File: src/rtl/nbb_pkg.sv
// Types, constants and the control store of the bad block bitmap.
`default_nettype none

package nbb_pkg;

  // Fixed field widths of the request, response and configuration port.
  localparam int PAGE_W  = 32;
  localparam int START_W = 14;
  localparam int CNT_W   = 14;
  localparam int PPB_W   = 13;
  localparam int BC_W    = 16;
  localparam int CFG_IW  = 2;

  // The bitmap is stored as rows of bits.
  localparam int ROW_W  = 32;
  localparam int ROW_LG = 5;

  // Configuration register indexes.
  localparam logic [CFG_IW-1:0] CFG_PPB = 2'd0;
  localparam logic [CFG_IW-1:0] CFG_BC  = 2'd1;

  typedef enum logic [1:0] {
    CMD_CLEAR  = 2'd0,
    CMD_ADD    = 2'd1,
    CMD_LOOKUP = 2'd2,
    CMD_ITER   = 2'd3
  } cmd_t;

  typedef struct packed {
    cmd_t                 cmd;
    logic [PAGE_W-1:0]    page;
    logic [START_W-1:0]   start_block;
  } req_t;

  typedef struct packed {
    logic                 status;
    logic                 hit;
    logic [PAGE_W-1:0]    found_page;
    logic [START_W-1:0]   next_block;
    logic [CNT_W-1:0]     marked_count;
  } rsp_t;

  // Datapath actions selected by the control word.
  typedef enum logic [3:0] {
    U_NOP,
    U_DIV,
    U_CHK,
    U_LOOK,
    U_MARK,
    U_CLR,
    U_CLR_END,
    U_SRD,
    U_SEV,
    U_MUL,
    U_OUT
  } uop_t;

  // Jump conditions; when false the sequencer steps to the next word.
  typedef enum logic [3:0] {
    C_ALWAYS,
    C_WAIT,
    C_IS_CLR,
    C_IS_ITER,
    C_IS_LOOK,
    C_DIV_MORE,
    C_CLR_MORE,
    C_OOR,
    C_SCAN_END,
    C_NOT_FOUND
  } cond_t;

  typedef logic [3:0] step_t;

  localparam step_t S_IDLE    = 4'd0;
  localparam step_t S_DISP    = 4'd1;
  localparam step_t S_ROUTE   = 4'd2;
  localparam step_t S_DIV     = 4'd3;
  localparam step_t S_CHK     = 4'd4;
  localparam step_t S_LOOK    = 4'd5;
  localparam step_t S_MARK    = 4'd6;
  localparam step_t S_CLR     = 4'd7;
  localparam step_t S_CLR_END = 4'd8;
  localparam step_t S_SCAN_RD = 4'd9;
  localparam step_t S_SCAN_EV = 4'd10;
  localparam step_t S_MUL     = 4'd11;
  localparam step_t S_OUT     = 4'd12;

  typedef struct packed {
    uop_t  uop;
    cond_t cond;
    step_t target;
  } ucode_t;

  // Status flags from the datapath that the jump conditions test.
  typedef struct packed {
    logic accept;
    logic is_clr;
    logic is_iter;
    logic is_look;
    logic div_more;
    logic clr_more;
    logic oor;
    logic scan_end;
    logic found;
  } flags_t;

  // Control store: one word per step.
  function automatic ucode_t ucode_rom(input step_t s);
    ucode_t w;
    case (s)
      S_IDLE:    w = '{uop: U_NOP,     cond: C_WAIT,      target: S_IDLE};
      S_DISP:    w = '{uop: U_NOP,     cond: C_IS_CLR,    target: S_CLR};
      S_ROUTE:   w = '{uop: U_NOP,     cond: C_IS_ITER,   target: S_SCAN_RD};
      S_DIV:     w = '{uop: U_DIV,     cond: C_DIV_MORE,  target: S_DIV};
      S_CHK:     w = '{uop: U_CHK,     cond: C_OOR,       target: S_OUT};
      S_LOOK:    w = '{uop: U_LOOK,    cond: C_IS_LOOK,   target: S_OUT};
      S_MARK:    w = '{uop: U_MARK,    cond: C_ALWAYS,    target: S_OUT};
      S_CLR:     w = '{uop: U_CLR,     cond: C_CLR_MORE,  target: S_CLR};
      S_CLR_END: w = '{uop: U_CLR_END, cond: C_ALWAYS,    target: S_OUT};
      S_SCAN_RD: w = '{uop: U_SRD,     cond: C_SCAN_END,  target: S_OUT};
      S_SCAN_EV: w = '{uop: U_SEV,     cond: C_NOT_FOUND, target: S_SCAN_RD};
      S_MUL:     w = '{uop: U_MUL,     cond: C_ALWAYS,    target: S_OUT};
      S_OUT:     w = '{uop: U_OUT,     cond: C_ALWAYS,    target: S_IDLE};
      default:   w = '{uop: U_NOP,     cond: C_ALWAYS,    target: S_IDLE};
    endcase
    return w;
  endfunction

endpackage

`default_nettype wire

File: src/rtl/nbb_seq.sv
// Microcode sequencer: step counter, control store and jump logic.
`default_nettype none

module nbb_seq
  import nbb_pkg::*;
(
  input  wire logic   clk,
  input  wire logic   rst_n,
  input  wire flags_t flags,
  output uop_t        uop,
  output logic        busy
);

  step_t  upc_r;
  step_t  upc_nxt;
  ucode_t word;
  logic   take;

  assign word = ucode_rom(upc_r);

  // Evaluate the jump condition of the current word.
  always_comb begin
    case (word.cond)
      C_ALWAYS:    take = 1'b1;
      C_WAIT:      take = !flags.accept;
      C_IS_CLR:    take = flags.is_clr;
      C_IS_ITER:   take = flags.is_iter;
      C_IS_LOOK:   take = flags.is_look;
      C_DIV_MORE:  take = flags.div_more;
      C_CLR_MORE:  take = flags.clr_more;
      C_OOR:       take = flags.oor;
      C_SCAN_END:  take = flags.scan_end;
      C_NOT_FOUND: take = !flags.found;
      default:     take = 1'b1;
    endcase
  end

  // Next step: jump target or fall through.
  always_comb begin
    upc_nxt = take ? word.target : step_t'(upc_r + 4'd1);
  end

  // Outputs toward the datapath.
  always_comb begin
    uop  = word.uop;
    busy = (upc_r != S_IDLE);
  end

  // Reset starts the clearing pass over the bitmap.
  always_ff @(posedge clk) begin
    if (!rst_n) begin
      upc_r <= S_CLR;
    end else begin
      upc_r <= upc_nxt;
    end
  end

endmodule

`default_nettype wire

File: config.mk
export PLATFORM = sky130hd
export DESIGN_NAME = nbb_seq
export DESIGN_NICKNAME = d
export VERILOG_FILES = /design/src/rtl/nbb_pkg.sv /design/src/rtl/nbb_seq.sv
export SDC_FILE = /design/constraint.sdc
export NUM_CORES = 1
export LEC_CHECK = 0
export ABC_AREA = 1
export ABC_CLOCK_PERIOD_IN_PS = 2400
export BUFFER_PORTS_ARGS = -buffer_cell sky130_fd_sc_hd__buf_2
export CORE_ASPECT_RATIO = 1.4
export CORE_MARGIN = 2
export CORE_UTILIZATION = 54
export CTS_CLUSTER_DIAMETER = 100
export DETAILED_ROUTE_END_ITERATION = 10
export GPL_ROUTABILITY_DRIVEN = 1
export PLACE_DENSITY_LB_ADDON = 0.05
export SLEW_MARGIN = 20
export SYNTH_ARGS = -nofsm -noshare
export SYNTH_HDL_FRONTEND = slang
export SYNTH_SLANG_ARGS = --single-unit
File: constraint.sdc
create_clock -name clk -period 2.4 [get_ports clk]
set_input_delay 0.24 -clock clk [delete_from_list [all_inputs] [get_ports clk]]
set_output_delay 0.24 -clock clk [all_outputs]
set_load 0.005 [all_outputs]
==> metrics.cfg, run 1 <==
[setup_path]
critPathTopFamily=simple AND/OR/NAND/NOR gates
cp_max_fo=8
cp_cell_sequence=nor2_1, nor2_1, nand3_1, nand2_1, nand3_4, nand2_2, nand2_1, nor2_2, ha_1, inv_1, nand2_2, a21oi_1
ff2ff_path_depth=12
cp-start-kind=flop
rr_endpoint=word[5]$_SDFF_PP0_
regToRegStartpoint=word[5]$_SDFF_PP0_
r2r_slack_ns=0.41
crit_type=reg2reg
endpoint_kind=flop
slowest_delay_ns=0.45
cpMaxStageDelayCell=dfxtp_1
cp.arrival_ns=2.22
critPathRequiredTime_ns=2.63
crit_buf_inv=1

[synth]
synthTopCellsByCount=nand2_1, dfxtp_1, nand3_1
synth_nets=147
yosysMostFrequentCell=nand2_1
netlist_area_um2=1010
ys_types=25
ys_seq_elements=16
synth_area_leader_cell=dfxtp_1
async_reset_ff_frac=0
synth_top_area_frac=0.316
yosys_warnings=0
synth_area_per_cell_um2=7.86
synth.area.top_cells=dfxtp_1, nand2_1, ha_1
syn_inst=129
ys_seq_area_frac=0.316
synth_top_flop_cell=dfxtp_1
synth-edff-count=0

[layout]
layout-drive-gt1-share=0.291
n_antenna_cell=0
area_delta_synth_final_pct=7.53
nets=161
fin_util=0.620

[drt]
drc=0
wl_met2_um=959
routed_wl_um=1830
ant_nets=0
via_count=819
drt_iter0_markers=8
routedWlPerCell_um=11.3
first_pass_iters=3
highest_layer=met4
via_per_inst=5.09
wl_met3_um=39
met1_length_um=789

[floorplan]
die_height_um=55.3
std_cell_rows=18
start_util=0.577
die-area_um2=2240
die_x_um=40.6
io_pins=16
coreArea_um2=1760

[sta]
final.setup.tns_ns=0
clock.fmax_mhz=501
tightest_slew_ns=0.229
max_slew_margin=0.847
finalCritPeriodShare=0.831
fin_crit_ns=1.99
clock_skew_ns=0.00389
hold_violations=0
slew_violations=0
rsz0062_at_grt=no
setup_viol=0

[clock_network]
cts_sinks=16
ctsHtreeMaxLevel=1
cts_tree=yes
clk_path_buf_depth=2
cts_made_buffers=3
ctsHoldBuffers=0
path_clk_slew_ns=0.09
clockRootBuffer=clkbuf_4
clkLatencyLatePin_ns=0.29
cts_setup_buffers=0
cts_resized=0

[placement]
io_buffers=15
hpwlAfterDp_um=1450
routabilityCongestion=0.860

[grt]
grt_use_total=0.186
grt_overflow=0
grt_pass1_wl_um=2970
grt_max_degree=11
grt_pass1_vias=768
antenna_found_initial=0

[power]
power_density_nw_per_um2=1650
ir_drop_v=0.000877
leakage_nw=0.581

[worst_hold_path]
hp-start=rst_n
hold_depth=2
min_to=upc_r[1]$_SDFF_PN1_
hp-class=in2reg

[outcome]
status=completed

[flow_run]
cap_viol_max_count=0

==> how the worst max path moves through the flow <==
stage / start / slack [ns] / depth (start not counted) / to
2_1_floorplan: word[5]$_SDFF_PP0_ / 0.65 / 12 / word[5]$_SDFF_PP0_
3_3_place_gp: word[5]$_SDFF_PP0_ / 0.51 / 12 / word[5]$_SDFF_PP0_
3_5_place_dp: word[5]$_SDFF_PP0_ / 0.46 / 12 / word[5]$_SDFF_PP0_
4_1_cts: word[5]$_SDFF_PP0_ / 0.42 / 12 / word[5]$_SDFF_PP0_
5_1_grt: word[5]$_SDFF_PP0_ / 0.20 / 12 / word[5]$_SDFF_PP0_
6_report: word[5]$_SDFF_PP0_ / 0.41 / 12 / word[5]$_SDFF_PP0_
==> state kept, by name (all words and copies together) (netlist names) <==
register / flops
word: 12
upc_r: 4
==> worst reg2reg max path, stage by stage, from the launching register on <==
cell	delay, ns
dfxtp_1	0.45
nor2_1	0.08
nor2_1	0.11
nand3_1	0.08
nand2_1	0.18
nand3_4	0.15
nand2_2	0.10
nand2_1	0.06
nor2_2	0.20
ha_1	0.29
inv_1	0.07
nand2_2	0.05
a21oi_1	0.12
==> cells in the final DEF (no fill, tap or decap) <==
cell,netlist,routed
buf_2,1,15
a21oi_1,2,2
o21ai_1,2,2
nand2_4,3,3
nor2_8,2,2
inv_2,4,4
nor2_1,14,14
clkbuf_4,0,3
inv_1,8,8
nand3_1,16,16
nand3_2,2,2
nand4_1,4,4
nor2_2,1,1
xor2_1,2,2
nand2_2,6,6
nand3b_1,1,1
nor2_4,1,1
o21ai_4,1,1
o21ai_0,1,1
nand2_1,27,27
ha_1,7,7
dfxtp_1,16,16
nand3_4,2,2
clkinv_2,1,1
==> kinds of logic after synthesis <==
| logic type | after synthesis | share of synthesized area |
|---|---|---|
| xor gates and xnor gates | 2 | 0.0173 |
| buffers and inverters | 19 | 0.0950 |
| adders and majority gates | 7 | 0.0864 |
| DFF | 16 | 0.316 |
| AOI/OAI and AO/OA | 6 | 0.0407 |
| and+or+nand+nor | 79 | 0.444 |
==> cell type report <==
class	instances	area (µm²)
inverter	13	50.0
clock buffer	3	22.5
multi-input combinational	94	597
fill	175	667
sequential	16	320
tap	20	25.0
timing repair buffer	15	75.1
==> per-stage QoR <==
stage / cells / setup slack [ns] / cell area (µm²) / hold slack [ns] / total power [mW]
3_5_place_dp: 158 / 0.455 / 1070 / 0.463 / 1.67
6_report: 161 / 0.406 / 1090 / 0.255 / 1.80
5_1_grt: 161 / 0.205 / 1090 / 0.264 / 1.97
2_1_floorplan: 129 / 0.647 / 1010 / 0.441 / 1.48
3_3_place_gp: 158 / 0.508 / 1070 / 0.470 / 1.65
4_1_cts: 161 / 0.417 / 1090 / 0.263 / 1.81
==> per-layer routing <==
| layer | vias to the layer above | global-route usage |
|---|---|---|
| li1 | 435 | - |
| met1 | 368 | 0.220 |
| met2 | 11 | 0.304 |
| met3 | 5 | 0.0241 |
| met4 | 0 | 0.0952 |
| met5 | - | 0 |
==> power by group <==
group	switching (mW)	internal (mW)
Combinational	0.768	0.409
Sequential	0.0783	0.403
Clock	0.0813	0.0584
Power figures use the tool's default switching activity.
==> run 2, diff against run 1 <==
ABC_CLOCK_PERIOD_IN_PS = 1620   (was 2400)
CORE_UTILIZATION = 49   (was 54)
clock period = 1.62 ns   (was 2.4 ns; I/O delays follow)
==> metrics.cfg, run 2 (same netlist as run 1, synthesis figures left out) <==
[outcome]
status=complete, but fails checks
violations=setup timing

[setup_path]
endpoint_kind=flop
cp_max_fo=8
crit_type=reg2reg
critPathRequiredTime_ns=1.83
regToRegStartpoint=word[5]$_SDFF_PP0_
cp-start-kind=flop
ff2ff_path_depth=9
rr_endpoint=word[5]$_SDFF_PP0_
r2r_slack_ns=-0.09
cp.arrival_ns=1.92

[clock_network]
ctsHtreeMaxLevel=1
path_clk_slew_ns=0.09
clkLatencyLatePin_ns=0.28
ctsHoldBuffers=0
clk_path_buf_depth=2
clockRootBuffer=clkbuf_4
cts_made_buffers=3
cts_tree=yes
cts_sinks=16

[layout]
layout_common_cells=nand2_1, buf_4, buf_2
mostFrequentLayoutCell=nand2_1
largest_register_ffs=12
n_antenna_cell=0
layout-drive-gt1-share=0.513
area_delta_synth_final_pct=35.6
nets=180
fin_cells=181

[sta]
fin_crit_ns=1.71
hold_ws_ns=0.234
max_slew_margin=0.783
rsz0062_at_grt=yes
hold_violations=0
finalCritPeriodShare=1.06
setup_viol=9
slew_violations=0
tightest_slew_ns=0.325
clock.fmax_mhz=584
layout_setup_ws_ns=-0.0935
clock_skew_ns=0.00953

[drt]
first_pass_iters=3
drc=0
routedWlPerCell_um=12.1
ant_nets=0
wl_met3_um=60
highest_layer=met4
routed_wl_um=2190
wl_met2_um=1240
met1_length_um=839
via_count=922
via_per_inst=5.09
drt_iter0_markers=5

[grt]
antenna_found_initial=0
grt_max_degree=11
grt_overflow=0
grt_use_total=0.172
grt_pass1_vias=855
grt_pass1_wl_um=3360

[worst_hold_path]
hp-start=rst_n
min_to=upc_r[1]$_SDFF_PN1_
hp-class=in2reg
hold_depth=2

[placement]
pre_cts_slack_ns=-0.159
place_inst=168
hpwlAfterDp_um=1460
io_buffers=15
routabilityCongestion=0.834

[floorplan]
die_height_um=57.8
coreArea_um2=1950
die-area_um2=2450
io_pins=16
die_x_um=42.4
start_util=0.520
std_cell_rows=19

[flow_run]
cap_viol_max_count=0

-- run 2: cell types whose count changed in the layout (fill, tap and decap cells not counted), moves of 3 or more --
cell	change
buf_4	+16
nand2_1	-8
nand2_2	+4
inv_4	+3
nand2_4	+3
nand3_1	-3
nand3_2	+3
nor2_1	-3
nor2_4	+3
-- run 2: worst max-delay path, cell delays in order, from the launching register on --
cell     delay (ns)
dfxtp_4        0.38
nor2_4         0.11
nand2_2        0.07
o21ai_4        0.20
nand3_4        0.13
nand2_2        0.11
nand3_2        0.15
ha_4           0.31
nand2_1        0.06
a21oi_2        0.13
-- run 2: layout make-up --
class | count | area (µm²)
repair buffers | 33 | 218
inverters | 13 | 56.3
multi-input cells | 95 | 723
clock buffers | 3 | 22.5
fillers | 171 | 576
flip-flops and latches | 16 | 328
well taps | 21 | 26.3
-- run 2: repair_timing --
action,in CTS,in global routing
cloned,0,1
pin swaps,5,14
setup buffers,2,7
resized for setup,16,19
endpoints found under the setup margin,12,12
-- run 2: per-stage QoR --
| step | area, µm² | utilization | TNS (ns) |
|---|---|---|---|
| after floorplan | 1030 | - | -0.104 |
| after global placement | 1160 | 0.593 | -1.16 |
| after detailed placement | 1160 | 0.593 | -1.40 |
| after CTS | 1240 | 0.635 | -0.126 |
| after global routing | 1370 | 0.705 | -1.91 |
| final | 1370 | 0.705 | -0.501 |
-- run 2: worst max path at each step --
stage,slack [ns],depth (start not counted),to,startpoint
after floorplan,-0.06,12,word[5]$_SDFF_PP0_,word[5]$_SDFF_PP0_
after detailed placement,-0.16,12,word[5]$_SDFF_PP0_,word[5]$_SDFF_PP0_
after CTS,-0.06,14,word[5]$_SDFF_PP0_,word[4]$_DFF_P_
final,-0.09,9,word[5]$_SDFF_PP0_,word[5]$_SDFF_PP0_
after global placement,-0.13,10,word[11]$_SDFF_PN0_,word[5]$_SDFF_PP0_
after global routing,-0.23,12,word[0]$_DFF_P_,word[4]$_DFF_P_
-- run 2: per-layer routing --
metal  up-vias  track usage
met5         -            0
met4         0       0.0670
met3         7       0.0187
met2        13        0.312
met1       428        0.205
li1        474            -
Power of run 2 is left out: the tool's default activity adds up to more than one toggle a clock period on the data nets, which glitch-free logic cannot reach.
